==> src/rtl/cdq_pkg.sv <==
// Package: shared types and constants of the subchannel Q generator.
package cdq_pkg;
   localparam int SectorWidth = 19;
   localparam int TrackWidth  = 7;
   localparam logic KIND_LOAD  = 1'b0;
   localparam logic KIND_QUERY = 1'b1;
   localparam logic [7:0] POINT_A0 = 8'hA0;
   localparam logic [7:0] POINT_A1 = 8'hA1;
   localparam logic [7:0] POINT_A2 = 8'hA2;
   localparam logic [7:0] TRACK_LEAD_OUT = 8'hAA;
   localparam logic [7:0] ODD_MARK = 8'h80;
   localparam logic [7:0] PREGAP_SECTORS = 8'd150;

   typedef struct packed {
      logic [TrackWidth-1:0]  idx;
      logic                   we;
      logic [SectorWidth-1:0] wdata;
      logic                   re;
   } tab_cmd_type;

   // clamp to 99 and convert to packed BCD
   function automatic logic [7:0] bcd(input logic [SectorWidth-1:0] v);
      logic [6:0] c;
      logic [3:0] t;
      logic [6:0] r;
      c = (v > SectorWidth'(99)) ? 7'd99 : v[6:0];
      t = 4'((14'(c) * 14'd103) >> 10);
      r = c - 7'(t * 4'd10);
      if (r >= 7'd10) begin
         t = t + 4'd1;
         r = r - 7'd10;
      end
      return {t, r[3:0]};
   endfunction
endpackage

==> src/rtl/cdq_if.sv <==
// Interfaces: valid/ready channels for query requests and frame responses.
interface cdq_req_if;
   logic        valid;
   logic        ready;
   logic        kind;
   logic [6:0]  table_index;
   logic [18:0] table_sector;
   logic [18:0] sector;
   modport source (output valid, kind, table_index, table_sector, sector, input ready);
   modport sink   (input valid, kind, table_index, table_sector, sector, output ready);
endinterface

interface cdq_rsp_if;
   logic        valid;
   logic        ready;
   logic [63:0] q_bytes_0_to_7;
   logic [31:0] q_bytes_8_to_11;
   modport source (output valid, q_bytes_0_to_7, q_bytes_8_to_11, input ready);
   modport sink   (input valid, q_bytes_0_to_7, q_bytes_8_to_11, output ready);
endinterface

==> src/rtl/cd_subchannel_q_generator.sv <==
// Top level: subchannel Q frame sequencer around the track start table.
// Usage
//   req channel: kind 0 loads table_sector into entry table_index (no
//   response); kind 1 asks for the Q frame of absolute sector `sector`.
//   rsp channel: one 96-bit frame per query, byte 0 in the top bits.
//   csr_we/csr_wdata write track_count; write only while idle.
// Timing
//   A load is written at its accepting edge and ready stays high, so loads
//   may follow back to back. A query walks the table with a read state and
//   a compare state per entry, over up to track_count+2 entries, then runs
//   two MSF conversions. A lead-in query instead reduces the sector modulo
//   track_count+3. One item is worked on at a time. The frame sits in an
//   output register; the next request is taken while it waits, and the
//   sequencer holds the new frame until the register is free, so a stalled
//   receiver stalls it.
// Reset
//   Synchronous, active high: control clears, track_count returns to 1.
//   Table contents are undefined until loaded.
module cd_subchannel_q_generator #(
   parameter int TABLE_DEPTH     = 128,
   parameter int LEAD_IN_SECTORS = 4500
) (
   input  logic        clock,
   input  logic        reset,
   cdq_req_if.sink     req,
   cdq_rsp_if.source   rsp,
   input  logic        csr_we,
   input  logic [6:0]  csr_wdata
);
   import cdq_pkg::*;
   localparam logic [3:0] S_IDLE = 4'd0, S_LMOD = 4'd1, S_LRD = 4'd2, S_LWT = 4'd3,
      S_SRCH = 4'd4, S_SWT = 4'd5, S_RELRD = 4'd6, S_RELWT = 4'd7, S_M1 = 4'd8,
      S_M2 = 4'd9, S_OUT = 4'd10;
   localparam logic [SectorWidth-1:0] LeadIn = SectorWidth'(LEAD_IN_SECTORS);

   logic [3:0]             st_ff, st_in;
   logic [6:0]             tc_ff;
   logic [SectorWidth-1:0] sec_ff, sec_in;
   logic [7:0]             ent_ff, ent_in;   // lead-in entry or search index
   logic [7:0]             trk_ff, trk_in;
   logic [SectorWidth-1:0] val_ff, val_in;   // lead-in sector copy or track start sector
   logic [23:0]            m1_ff, m1_in;
   logic [23:0]            m2_ff, m2_in;
   logic [7:0]             pt_ff, pt_in;
   logic                   rv_ff, rv_in;
   logic [63:0]            hi_ff, hi_in;
   logic [31:0]            lo_ff, lo_in;
   tab_cmd_type            cmd;
   logic [SectorWidth-1:0] rdata;
   logic                   mstart, mdone;
   logic [SectorWidth-1:0] mval;
   logic [23:0]            msf;
   logic [7:0]             mod;
   logic [SectorWidth-1:0] rel;
   logic [7:0]             b1, b2;
   logic [23:0]            relmsf;
   logic                   pregap;

   cdq_table #(.TABLE_DEPTH(TABLE_DEPTH)) u_tab (.clock, .cmd, .rdata);
   cdq_msf u_msf (.clock, .reset, .start(mstart), .value(mval), .done(mdone), .msf);

   assign req.ready = (st_ff == S_IDLE);
   assign rsp.valid = rv_ff;
   assign rsp.q_bytes_0_to_7 = hi_ff;
   assign rsp.q_bytes_8_to_11 = lo_ff;

   assign rel    = (sec_ff > val_ff) ? sec_ff - val_ff : '0;
   assign pregap = (trk_ff == 8'd1) && (rel < SectorWidth'(PREGAP_SECTORS));

   always_comb begin
      st_in = st_ff; sec_in = sec_ff; ent_in = ent_ff; trk_in = trk_ff;
      val_in = val_ff; m1_in = m1_ff; m2_in = m2_ff; pt_in = pt_ff; rv_in = rv_ff;
      hi_in = hi_ff; lo_in = lo_ff;
      cmd = '{idx: '0, we: 1'b0, wdata: req.table_sector, re: 1'b0};
      mstart = 1'b0; mval = val_ff;
      mod = ent_ff; b1 = 8'h00; b2 = 8'h00; relmsf = 24'h0;
      if (rv_ff && rsp.ready) rv_in = 1'b0;
      case (st_ff)
         S_IDLE: if (req.valid) begin
            sec_in = req.sector;
            if (req.kind == KIND_LOAD) begin
               cmd.idx = req.table_index;
               cmd.we  = 1'b1;
            end else if (req.sector < LeadIn) begin
               // keep the sector aside, the modulo loop consumes sec_ff
               val_in = req.sector;
               ent_in = '0;
               st_in  = S_LMOD;
            end else begin
               ent_in = '0;
               trk_in = 8'(tc_ff) + 8'd1;
               cmd.idx = 7'd1; cmd.re = 1'b1;
               st_in  = S_SRCH;
            end
         end
         // sector mod (3+track_count), one subtraction per cycle, of 16*mod when it fits, else of mod
         S_LMOD: begin
            mod = 8'(tc_ff) + 8'd3;
            if (sec_ff >= SectorWidth'(mod)) begin
               sec_in = sec_ff - SectorWidth'(mod);
               if (sec_ff >= SectorWidth'({mod, 4'b0})) sec_in = sec_ff - SectorWidth'({mod, 4'b0});
            end else begin
               ent_in = 8'(sec_ff);
               sec_in = val_ff;
               st_in  = S_LRD;
            end
         end
         S_LRD: begin
            if (ent_ff == 8'd2) begin
               pt_in = POINT_A2; cmd.idx = tc_ff + 7'd1; cmd.re = (tc_ff != 7'd127);
            end else begin
               pt_in = bcd(SectorWidth'(ent_ff - 8'd2));
               cmd.idx = 7'(ent_ff - 8'd2); cmd.re = 1'b1;
            end
            st_in = S_LWT;
         end
         S_LWT: begin
            if (ent_ff == 8'd0) begin
               pt_in = POINT_A0; m1_in = 24'h010000;
            end else if (ent_ff == 8'd1) begin
               pt_in = POINT_A1; m1_in = {bcd(SectorWidth'(tc_ff)), 16'h0};
            end
            if (ent_ff >= 8'd2) begin
               if (ent_ff == 8'd3) mval = SectorWidth'(PREGAP_SECTORS);
               else if (ent_ff == 8'd2 && tc_ff == 7'd127) mval = '0;
               else mval = (rdata > LeadIn) ? rdata - LeadIn : '0;
               mstart = 1'b1;
               st_in = S_M1;
            end else begin
               mval = sec_ff; mstart = 1'b1; st_in = S_M2;
            end
         end
         S_SRCH: st_in = S_SWT;
         S_SWT: begin
            if (rdata > sec_ff || (ent_ff + 8'd1 >= 8'(tc_ff) + 8'd2)) begin
               if (rdata > sec_ff) trk_in = ent_ff;
               st_in = S_RELRD;
            end else begin
               ent_in = ent_ff + 8'd1;
               cmd.idx = 7'(ent_ff + 8'd2);
               cmd.re = (ent_ff != 8'd126);
               st_in = S_SRCH;
            end
         end
         S_RELRD: begin
            cmd.idx = trk_ff[6:0]; cmd.re = (trk_ff < 8'd128);
            st_in = S_RELWT;
         end
         S_RELWT: begin
            val_in = (trk_ff >= 8'd128) ? '0 : rdata;
            st_in = S_M1;
            mstart = 1'b1;
            mval = ((trk_ff >= 8'd128) ? '0 : rdata);
            mval = (sec_ff > mval) ? sec_ff - mval : '0;
            if (trk_ff == 8'd1) mval = (mval >= SectorWidth'(PREGAP_SECTORS))
                                    ? mval - SectorWidth'(PREGAP_SECTORS) : mval;
            pt_in = 8'hFF; // marks program area
         end
         S_M1: if (mdone) begin
            m1_in = msf;
            mstart = 1'b1;
            if (pt_ff == 8'hFF && trk_ff != 8'hFF)
               mval = (sec_ff > LeadIn) ? sec_ff - LeadIn : '0;
            else
               mval = sec_ff;
            st_in = S_M2;
         end
         S_M2: if (mdone) begin
            st_in = S_OUT;
            m1_in = m1_ff;
            m2_in = msf;
         end
         S_OUT: if (!rv_ff || rsp.ready) begin
            rv_in = 1'b1;
            st_in = S_IDLE;
            if (pt_ff == 8'hFF) begin
               relmsf = m1_ff;
               b1 = (trk_ff == 8'(tc_ff) + 8'd1) ? TRACK_LEAD_OUT : bcd(SectorWidth'(trk_ff));
               if (pregap) begin
                  b2 = 8'h00;
                  relmsf = {8'h00, bcd(SectorWidth'(1) - SectorWidth'(rel >= 75)),
                            bcd(SectorWidth'(74) - ((rel >= 75) ? rel - 75 : rel))};
               end else b2 = 8'h01;
               hi_in = {8'h01, b1, b2, relmsf, 8'h00, m2_ff[23:16]};
               lo_in = {m2_ff[15:0], 8'h00, sec_ff[0] ? ODD_MARK : 8'h00};
            end else begin
               hi_in = {8'h01, 8'h00, pt_ff, m2_ff, 8'h00, m1_ff[23:16]};
               lo_in = {m1_ff[15:0], 16'h0};
            end
         end
         default: st_in = S_IDLE;
      endcase
   end

   always_ff @(posedge clock) begin
      if (reset) begin
         st_ff <= S_IDLE; rv_ff <= 1'b0; tc_ff <= 7'd1;
      end else begin
         st_ff <= st_in; rv_ff <= rv_in;
         if (csr_we) tc_ff <= csr_wdata;
      end
      sec_ff <= sec_in; ent_ff <= ent_in; trk_ff <= trk_in; val_ff <= val_in;
      m1_ff <= m1_in; m2_ff <= m2_in; pt_ff <= pt_in; hi_ff <= hi_in; lo_ff <= lo_in;
   end

   a_ready_idle: assert property (@(posedge clock) disable iff (reset)
      req.ready |-> (st_ff == S_IDLE)) else $error("ready outside idle");
   a_rsp_hold: assert property (@(posedge clock) disable iff (reset)
      (rv_ff && !rsp.ready) |=> rv_ff && $stable(hi_ff)) else $error("frame dropped");
   a_out_one: assert property (@(posedge clock) disable iff (reset)
      (st_ff == S_OUT && st_in == S_IDLE) |=> rv_ff) else $error("frame not shown");
endmodule

==> src/rtl/cdq_table.sv <==
// Track start table: single-port synchronous memory with a registered read port.
module cdq_table #(
   parameter int TABLE_DEPTH = 128
) (
   input  logic                       clock,
   input  cdq_pkg::tab_cmd_type       cmd,
   output logic [cdq_pkg::SectorWidth-1:0] rdata
);
   import cdq_pkg::*;
   localparam int AW = (TABLE_DEPTH > 1) ? $clog2(TABLE_DEPTH) : 1;
   logic [SectorWidth-1:0] mem [TABLE_DEPTH];
   logic [SectorWidth-1:0] rdata_ff;
   logic                   oor;

   assign oor = 32'(cmd.idx) >= TABLE_DEPTH;

   always_ff @(posedge clock) begin
      if (cmd.we && !oor) mem[cmd.idx[AW-1:0]] <= cmd.wdata;
      if (cmd.re) rdata_ff <= oor ? '0 : mem[cmd.idx[AW-1:0]];
   end
   assign rdata = rdata_ff;
endmodule

==> src/rtl/cdq_msf.sv <==
// Sector to BCD minutes/seconds/frames by reciprocal multiplication.
module cdq_msf (
   input  logic                            clock,
   input  logic                            reset,
   input  logic                            start,
   input  logic [cdq_pkg::SectorWidth-1:0] value,
   output logic                            done,
   output logic [23:0]                     msf
);
   import cdq_pkg::*;
   // x/75 = (x * 447393) >> 25 and q/60 = (q * 8739) >> 19, exact over the ranges here
   localparam logic [18:0] Recip75 = 19'd447393;
   localparam logic [13:0] Recip60 = 14'd8739;

   logic [3:0]             phase_ff, phase_in;
   logic [SectorWidth-1:0] val_ff, val_in;
   logic [12:0]            quo_ff, quo_in;   // whole seconds
   logic [6:0]             min_ff, min_in;
   logic [5:0]             sec_ff, sec_in;
   logic [6:0]             frm_ff, frm_in;
   logic [37:0]            prod75;
   logic [26:0]            prod60;
   logic [SectorWidth-1:0] frm_wide;
   logic [12:0]            sec_wide;

   assign prod75   = 38'(val_ff) * 38'(Recip75);
   assign prod60   = 27'(quo_ff) * 27'(Recip60);
   assign frm_wide = val_ff - SectorWidth'(quo_ff) * SectorWidth'(75);
   assign sec_wide = quo_ff - 13'(min_ff) * 13'd60;

   // seconds, then minutes and frames, then seconds within the minute
   always_comb begin
      phase_in = {phase_ff[2:0], start};
      val_in   = start ? value : val_ff;
      quo_in   = phase_ff[0] ? 13'(prod75 >> 25) : quo_ff;
      min_in   = phase_ff[1] ? 7'(prod60 >> 19) : min_ff;
      frm_in   = phase_ff[1] ? 7'(frm_wide) : frm_ff;
      sec_in   = phase_ff[2] ? 6'(sec_wide) : sec_ff;
   end

   always_ff @(posedge clock) begin
      if (reset) phase_ff <= '0;
      else phase_ff <= phase_in;
      val_ff <= val_in;
      quo_ff <= quo_in;
      min_ff <= min_in;
      sec_ff <= sec_in;
      frm_ff <= frm_in;
   end

   assign done = phase_ff[3];
   assign msf  = {bcd(SectorWidth'(min_ff)), bcd(SectorWidth'(sec_ff)),
                  bcd(SectorWidth'(frm_ff))};
endmodule

==> src/flat_wrapper.sv <==
// flat-port wrapper written by rule: the top's interface ports become plain ports
module cd_subchannel_q_generator_flat import cdq_pkg::*;
#(
   parameter int TABLE_DEPTH     = 128,
   parameter int LEAD_IN_SECTORS = 4500
)
  (clock, reset, csr_we, csr_wdata, req_valid, req_kind, req_table_index, req_table_sector, req_sector, req_ready, rsp_valid, rsp_q_bytes_0_to_7, rsp_q_bytes_8_to_11, rsp_ready);
  cdq_req_if req_i ();
  cdq_rsp_if rsp_i ();
  input  logic clock;
  input  logic reset;
  input  logic csr_we;
  input  logic [6:0] csr_wdata;
  input wire logic [$bits(req_i.valid)-1:0] req_valid;
  input wire logic [$bits(req_i.kind)-1:0] req_kind;
  input wire logic [$bits(req_i.table_index)-1:0] req_table_index;
  input wire logic [$bits(req_i.table_sector)-1:0] req_table_sector;
  input wire logic [$bits(req_i.sector)-1:0] req_sector;
  output wire logic [$bits(req_i.ready)-1:0] req_ready;
  output wire logic [$bits(rsp_i.valid)-1:0] rsp_valid;
  output wire logic [$bits(rsp_i.q_bytes_0_to_7)-1:0] rsp_q_bytes_0_to_7;
  output wire logic [$bits(rsp_i.q_bytes_8_to_11)-1:0] rsp_q_bytes_8_to_11;
  input wire logic [$bits(rsp_i.ready)-1:0] rsp_ready;
  assign req_i.valid = req_valid;
  assign req_i.kind = req_kind;
  assign req_i.table_index = req_table_index;
  assign req_i.table_sector = req_table_sector;
  assign req_i.sector = req_sector;
  assign req_ready = req_i.ready;
  assign rsp_valid = rsp_i.valid;
  assign rsp_q_bytes_0_to_7 = rsp_i.q_bytes_0_to_7;
  assign rsp_q_bytes_8_to_11 = rsp_i.q_bytes_8_to_11;
  assign rsp_i.ready = rsp_ready;
  cd_subchannel_q_generator #(.TABLE_DEPTH(TABLE_DEPTH), .LEAD_IN_SECTORS(LEAD_IN_SECTORS)) u_core (.clock(clock), .reset(reset), .req(req_i), .rsp(rsp_i), .csr_we(csr_we), .csr_wdata(csr_wdata));
endmodule
==> config.mk <==
export PLATFORM = sky130hd
export DESIGN_NAME = cd_subchannel_q_generator_flat
export DESIGN_NICKNAME = d
export VERILOG_FILES = /design/src/rtl/cdq_pkg.sv /design/src/rtl/cdq_if.sv /design/src/rtl/cd_subchannel_q_generator.sv /design/src/rtl/cdq_table.sv /design/src/rtl/cdq_msf.sv /design/src/flat_wrapper.sv
export SDC_FILE = /design/constraint.sdc
export NUM_CORES = 2
export LEC_CHECK = 0
export BUFFER_PORTS_ARGS = -buffer_cell sky130_fd_sc_hd__clkbuf_2
export CAP_MARGIN = 40
export CORE_ASPECT_RATIO = 0.5
export CORE_MARGIN = 3
export CORE_UTILIZATION = 45
export CTS_CLUSTER_SIZE = 8
export DETAILED_ROUTE_END_ITERATION = 12
export HOLD_SLACK_MARGIN = 0.08
export MAX_ROUTING_LAYER = met4
export SYNTH_ARGS = -nofsm -noshare
export SYNTH_HDL_FRONTEND = slang
export SYNTH_SLANG_ARGS = --single-unit
==> constraint.sdc <==
create_clock -name clock -period 16.1 [get_ports clock]
set_input_delay 1.61 -clock clock [delete_from_list [all_inputs] [get_ports clock]]
set_output_delay 1.61 -clock clock [all_outputs]
set_load 0.02 [all_outputs]
# After elaboration in Yosys (flattened, before gate mapping)
# Memories as Yosys holds them, arrays and structs flattened. A register that Yosys moved wholly into a read port is not among the register bits.
# Cells that the tools add are included.
classes:
  addsub: 44
  multipliers: 20
  reduce_logical: 26
  n_bitwise: 1
  eq_ne: 32
  n_lt_le_gt_ge: 30
  n_mux: 101
ops:
  columns: ["cell", "count"]
  rows:
  - ["19-bit 2-to-1 mux", 19]
  - ["8-bit 2-to-1 mux", 15]
  - ["7-bit by 7-bit multiplier with 14-bit output, second input constant", 7]
  - ["24-bit 2-to-1 mux", 4]
  - ["4-bit 2-to-1 mux", 22]
  - ["19-bit case mux with 2 select lines", 2]
  - ["7-bit 2-to-1 mux", 10]
  - ["19-bit greater-than comparator", 3]
  - ["19-bit by 7-bit greater-than comparator with 1-bit output, second input constant", 3]
  - ["19-bit case mux with 3 select lines", 1]
  - ["7-bit by 4-bit greater-or-equal comparator with 1-bit output, second input constant", 8]
  - ["7-bit subtractor", 8]
  - ["48-bit 2-to-1 mux", 1]
  - ["24-bit case mux with 2 select lines", 1]
  - ["8-bit case mux with 3 select lines", 2]
  - ["4-bit case mux with 11 select lines", 1]
  - ["4-bit by 3-bit multiplier with 6-bit output, second input constant", 7]
  - ["19-bit by 13-bit greater-than comparator with 1-bit output, second input constant", 2]
  - ["19-bit by 19-bit multiplier with 38-bit output, second input constant", 1]
  - ["19-bit by 13-bit subtractor with 19-bit output, second input constant", 2]
  - ["19-bit subtractor", 2]
  - ["32-bit 2-to-1 mux", 1]
  - ["4-bit subtractor, second input constant", 8]
  - ["4-bit by 1-bit adder with 4-bit output, second input constant", 7]
  - ["other kinds (69)", 117]
totals:
  register_bits: 274
  word_cells: 276
  in_bits: 58
  output_inout_bits: 98
  ramBits: 2432
  n_memories: 1
memory_table:
  columns: ["name", "words", "width", "rd", "rd_ports_with_merged_regs", "write_ports", "line_no", "text"]
  rows:
  - ["u_core.u_tab.mem", 128, 19, 1, 1, 1, "cdq_table.sv:11", "logic [SectorWidth-1:0] mem [TABLE_DEPTH];"]

# Depth between registers and ports, before layout
depth:
  ltp_word: 14
  depth_mapped: 61
  depth_no_buf: 55

# Cells and area by module
# From an unflattened synthesis, not the netlist that was laid out.
hier_totals:
  cells_unflattened: 9381
  area_unflattened_um2: 129461.7
by_module_without_submodules:
  columns: ["module", "seq_area_each_um2", "cells_per_inst", "n_inst", "area_per_inst_um2"]
  rows:
  - ["cdq_table", 73600.6, 5532, 1, 94639.5]
  - ["cd_subchannel_q_generator", 5495.3, 2606, 1, 21655.8]
  - ["cdq_msf", 1641.6, 1243, 1, 13166.4]

# Least setup slack after synthesis
# Ideal clock, no wire load.
synth_path:
  path_kind: "reg2reg"
  startpoint: "register u_core.sec_ff[1]"
  endpoint: "register u_core.hi_ff[22], in the netlist u_core.rsp.q_bytes_0_to_7[22] (data pin)"
  period_less_slack_ps: 12054
  setup_time_ps: 135
  path_stages_with_launch: 57
  slack_ps: 4046
  required_ps: 15965
  arrival_time_ps: 11920
  cell_sequence: "edfxtp_1 -> ha_1 -> nand2b_1 -> a21o_4 -> a221oi_4 -> o31a_4 -> a31o_1 -> buf_6 -> clkbuf_8 -> and2_1 -> ha_1 -> nand2_1 -> nand4b_1 -> or4_4 -> buf_6 -> and3_2 -> or2_2 -> ha_1 -> [21 not listed] -> a21oi_1 -> o21bai_1 -> a21oi_1 -> xnor2_1 -> xnor2_1 -> ha_1 -> inv_1 -> fa_1 -> ha_1 -> a21oi_1 -> xnor2_1 -> xnor2_1 -> or2b_2 -> mux2i_1 -> or2_1 -> buf_6 -> or4_1 -> nand3_1"
synth_via:
  elab_chain_cells: 14
  elab_cells_between_ends: 19
  classes_between: "add/sub (5); mul (2); order compare (5); mux (6); reduce/logical (1)"
synth_rtl:
  columns: ["element", "line_no", "text"]
  rows:
  - ["start, declared", "cd_subchannel_q_generator.sv:38", "logic [SectorWidth-1:0] sec_ff, sec_in;"]
  - ["start signal, assigned", "cd_subchannel_q_generator.sv:202", "sec_ff <= sec_in; ent_ff <= ent_in; trk_ff <= trk_in; val_ff <= val_in;"]
  - ["19-bit subtractor / 19-bit greater-than comparator (equally long branches)", "cd_subchannel_q_generator.sv:67", "assign rel = (sec_ff > val_ff) ? sec_ff - val_ff : '0;"]
  - ["19-bit 2-to-1 mux (*)", "cd_subchannel_q_generator.sv:67", null]
  - ["19-bit by 7-bit subtractor with 19-bit output / 19-bit by 7-bit greater-or-equal comparator with 1-bit output (equally long branches)", "cd_subchannel_q_generator.sv:182", "bcd(SectorWidth'(74) - ((rel >= 75) ? rel - 75 : rel))};"]
  - ["19-bit 2-to-1 mux", "cd_subchannel_q_generator.sv:182", null]
  - ["7-bit by 19-bit subtractor with 19-bit output", "cd_subchannel_q_generator.sv:182", null]
  - ["19-bit by 7-bit greater-than comparator with 1-bit output", "cdq_pkg.sv:26", "c = (v > SectorWidth'(99)) ? 7'd99 : v[6:0];"]
  - ["7-bit 2-to-1 mux", "cdq_pkg.sv:26", null]
  - ["7-bit by 7-bit multiplier with 14-bit output", "cdq_pkg.sv:27", "t = 4'((14'(c) * 14'd103) >> 10);"]
  - ["4-bit by 3-bit multiplier with 6-bit output", "cdq_pkg.sv:28", "r = c - 7'(t * 4'd10);"]
  - ["7-bit subtractor", "cdq_pkg.sv:28", null]
  - ["7-bit by 4-bit greater-or-equal comparator with 1-bit output", "cdq_pkg.sv:29", "if (r >= 7'd10) begin"]
  - ["4-bit 2-to-1 mux", "cdq_pkg.sv:29", null]
  - ["24-bit 2-to-1 mux (*)", "cd_subchannel_q_generator.sv:179", "if (pregap) begin"]
  - ["48-bit 2-to-1 mux (*)", "cd_subchannel_q_generator.sv:176", "if (pt_ff == 8'hFF) begin"]
  - ["end signal, assigned", "cd_subchannel_q_generator.sv:203", "m1_ff <= m1_in; m2_ff <= m2_in; pt_ff <= pt_in; hi_ff <= hi_in; lo_ff <= lo_in;"]
  - ["end, declared", "cd_subchannel_q_generator.sv:46", "logic [63:0] hi_ff, hi_in;"]
# Every way passes the cells marked *; elsewhere a longest branch is shown, timed or not.
# A chain may end at the register's enable or synchronous reset.

# Worst setup path after layout
layout_path:
  startpoint: "register u_core.sec_ff[0]"
  endpoint: "register u_core.hi_ff[18], in the netlist u_core.rsp.q_bytes_0_to_7[18] (data pin)"
layout_via:
  elab_chain_cells: 14
  elab_cells_between_ends: 19
  classes_between: "add/sub (5); mul (2); order compare (5); mux (6); reduce/logical (1)"
layout_rtl:
  columns: ["element", "line_no"]
  rows:
  - ["19-bit subtractor / 19-bit greater-than comparator (equally long branches)", "cd_subchannel_q_generator.sv:67"]
  - ["19-bit 2-to-1 mux (*)", "cd_subchannel_q_generator.sv:67"]
  - ["19-bit by 7-bit subtractor with 19-bit output / 19-bit by 7-bit greater-or-equal comparator with 1-bit output (equally long branches)", "cd_subchannel_q_generator.sv:182"]
  - ["19-bit 2-to-1 mux", "cd_subchannel_q_generator.sv:182"]
  - ["7-bit by 19-bit subtractor with 19-bit output", "cd_subchannel_q_generator.sv:182"]
  - ["19-bit by 7-bit greater-than comparator with 1-bit output", "cdq_pkg.sv:26"]
  - ["7-bit 2-to-1 mux", "cdq_pkg.sv:26"]
  - ["7-bit by 7-bit multiplier with 14-bit output", "cdq_pkg.sv:27"]
  - ["4-bit by 3-bit multiplier with 6-bit output", "cdq_pkg.sv:28"]
  - ["7-bit subtractor", "cdq_pkg.sv:28"]
  - ["7-bit by 4-bit greater-or-equal comparator with 1-bit output / 4-bit subtractor (equally long branches)", "cdq_pkg.sv:29, cdq_pkg.sv:31"]
  - ["4-bit 2-to-1 mux", "cdq_pkg.sv:29"]
  - ["24-bit 2-to-1 mux (*)", "cd_subchannel_q_generator.sv:179"]
  - ["48-bit 2-to-1 mux (*)", "cd_subchannel_q_generator.sv:176"]
# Marked as above.

==> results.toml <==
[status]
status = "completed"

[finish]
postLayoutCoreUtil = 0.517
final_layout_size_suffix_gt1_frac = 0.121
synthToLayoutAreaGrowth_pct = 13.5
n_fill_cell = 23500
design.final.nets = 11000

[cts]
reg_clk_slew_reported_paths_ns = 0.06
post_cts_hold_buffer_count = 0
numClockSinks = 2694
post_cts.resized_instances = 0
root_buffer_cell = "clkbuf_16"
cts_inserted_buffers = 380
cts_setup_buffers = 0
htree_levels = 5
insertion_delay_ns = 0.94
cts-root-to-sink-buffers = 4
cts_tree = "done"

[yosys]
async_flop_share = 0
synth_enable_flop_cells = 2678
synth_top_cells_by_count = "edfxtp_1, nand2_1, a21oi_1"
synthesis.area_per_instance_um2 = 13.2
synth_top_area_share = 0.629
synth_sequential_area_ratio = 0.632
ys_types = 123
yosys_warnings = 0
ys_top_cells_by_area = "edfxtp_1, ha_1, nand2_1"
post-synth-top-count-cell = "edfxtp_1"
synth.largest_area_cell = "edfxtp_1"
netlist_instances = 9669
netlist_area_um2 = 128000
ys_seq_elements = 2694
synthFlopType = "edfxtp_1"

[critical_path]
endpoint_kind = "register"
worst_ep_arrival_time_ns = 14.58
worst-setup-path-type = "reg -> reg"
critPathMaxStageDelay_ns = 0.61
worst_path_most_repeated_cell = "inv_1"
crit_fanout = 8
cp-start-kind = "register"
critical_path_top_delay_cell = "a2111oi_4"
cp_data_required_time_ns = 16.66

[global_route]
grt_antenna_before_repair = 26
grt_max_degree = 96
grt_pass1_wl_mm = 611
via_count_of_the_first_global_routing_pass = 83100
grt.overflow.total = 0
global_route.usage.total = 0.297

[floorplanning]
design.core.area_um2 = 281000
row_count = 137
io_pins = 156
die_w_um = 760
die_area_um2 = 291000
initial_utilization = 0.455
fp.dieH_um = 383

[routing]
route.detailed.wl_per_inst_um = 31.0
drt_first_iter_violations = 13100
drcViolationCount = 0
routed_via_density = 6.31
via_count = 87400
detailedRoute.firstPassIterationCount = 8
postRouteAntennaNets = 0
wirelength_mm = 429

[sta]
setup_violations = 0
rsz0062_at_grt = "false"
fin_worst_skew_ns = 0.120
fin_crit_share = 0.871
final.min_clock_period_ns = 14.03
timing.max_slew.rel_slack = 0.249
final_max_slew_viol_count = 0
hold_violations = 0
timing_worst_slew_pin_value_ns = 1.12
achievable-frequency_mhz = 71.3
hold_ws_ns = 0.535
tns_ns = 0

[pwr]
power_dens_cells_nw_per_um2 = 188
leakage_dissipation_nw = 52.0
vdd_drop_max_v = 0.000700

[hold_path]
worst_hold_path_type = "reg -> reg"

[placed_design]
port-buffer-count = 124
gp_congestion = 0.922
hpwl_mm = 268

[job]
max_cap_violations = 0
## state kept, by name (all words and copies together) (netlist names), 4 cells and up
name                        flops
u_core.ent_ff                   8
u_core.m1_ff                   24
u_core.m2_ff                   24
u_core.pt_ff                    8
u_core.rsp.q_bytes_0_to_7      48
u_core.rsp.q_bytes_8_to_11     17
u_core.sec_ff                  19
u_core.st_ff                    4
u_core.tc_ff                    7
u_core.trk_ff                   8
u_core.u_msf.frm_ff             7
u_core.u_msf.min_ff             7
u_core.u_msf.phase_ff           4
u_core.u_msf.quo_ff            13
u_core.u_msf.sec_ff             6
u_core.u_msf.val_ff            19
u_core.u_tab.mem             2432
u_core.u_tab.rdata             19
u_core.val_ff                  19
## worst max-delay path: cells and delay by family (launching register included)
| family | cells | cell delay [ns] |
|---|---|---|
| XOR/XNOR | 5 | 1.40 |
| flip-flops | 1 | 0.47 |
| AO/OA/AOI/OAI | 17 | 4.60 |
| AND/OR/NAND/NOR | 10 | 2.50 |
| buffers and inverters | 10 | 1.19 |
| adder cells (fa/ha/maj) | 10 | 3.23 |
| multiplexers | 2 | 0.33 |
## worst paths after layout
path / from / to / slack (ns) / cells past startpoint
min reg2reg: u_core.m2_ff[18] / u_core.rsp.q_bytes_0_to_7[2] / 0.54 / 2
min: u_core.m2_ff[18] / u_core.rsp.q_bytes_0_to_7[2] / 0.54 / 2
max: u_core.sec_ff[0] / u_core.rsp.q_bytes_0_to_7[18] / 2.07 / 54
max reg2reg: u_core.sec_ff[0] / u_core.rsp.q_bytes_0_to_7[18] / 2.07 / 54
## per-layer routing
metal	up-vias	track usage	part of all wire
met5	-	-	0
met4	0	0.105	0.040
met3	885	0.0660	0.12
met2	5551	0.441	0.44
met1	43800	0.403	0.40
li1	37200	-	-
## per-stage QoR
stage,worst slack (ns),power [mW],area (um2),std cells
2_1_floorplan,4.05,16.1,128000,9698
3_3_place_gp,2.01,19.9,134000,13400
3_5_place_dp,2.14,20.0,135000,13400
4_1_cts,2.07,27.1,145000,13800
5_1_grt,0.924,28.7,145000,13800
6_report,2.07,27.2,145000,13800
## logic make-up after synthesis
kind of cell,count (synthesis),synth area share
simple gates,2243,0.0775
mux,192,0.0167
fa+ha+maj,864,0.0974
flops,2694,0.632
xor+xnor,261,0.0182
other cells,2,0.0000588
compound gates,2329,0.124
buf+inv,1084,0.0341
## placed cells by master (no fill, tap or decap), types with 25 or more instances in the layout
cell	n
a211oi_1	108
nand2b_1	41
xnor2_1	170
o21ai_0	361
nand4_1	77
buf_4	338
a22oi_1	183
o211ai_1	82
ha_1	646
clkbuf_2	106
nor2b_1	39
nor2_2	113
nand2_1	1236
clkbuf_16	387
nor3_1	70
edfxtp_1	2678
o221ai_1	48
fa_1	218
a221oi_1	185
a31oi_1	52
or2_2	26
and3_1	41
nor2_1	220
mux2i_1	143
a21oi_1	702
a221o_1	25
and2_1	50
nand3_1	178
a21o_1	76
mux2_2	35
a22o_1	71
a222oi_1	88
a311oi_1	33
o21a_1	38
xor2_1	88
inv_1	537
conb_1	31
## where the power goes
group          switching, mW  leakage [nW]  internal, mW
Clock                   2.89          4.92          4.22
Sequential             0.188          24.2          8.12
Combinational           7.59          22.8          4.23
Total                   10.7          52.0          16.6
## final cells by class
class | instances | area (um2) | share of cell area
Sequential cell | 2694 | 80700 | 0.557
Multi-Input combinational cell | 5920 | 43500 | 0.300
Clock buffer | 400 | 9750 | 0.0673
Tap cell | 3753 | 4700 | 0.0324
Timing Repair Buffer | 500 | 3900 | 0.0269
Inverter | 539 | 2020 | 0.0140
Clock inverter | 19 | 274 | 0.00189
Antenna cell | 16 | 40.0 | 0.000276
No activity file was read; power rests on OpenSTA's default activity.
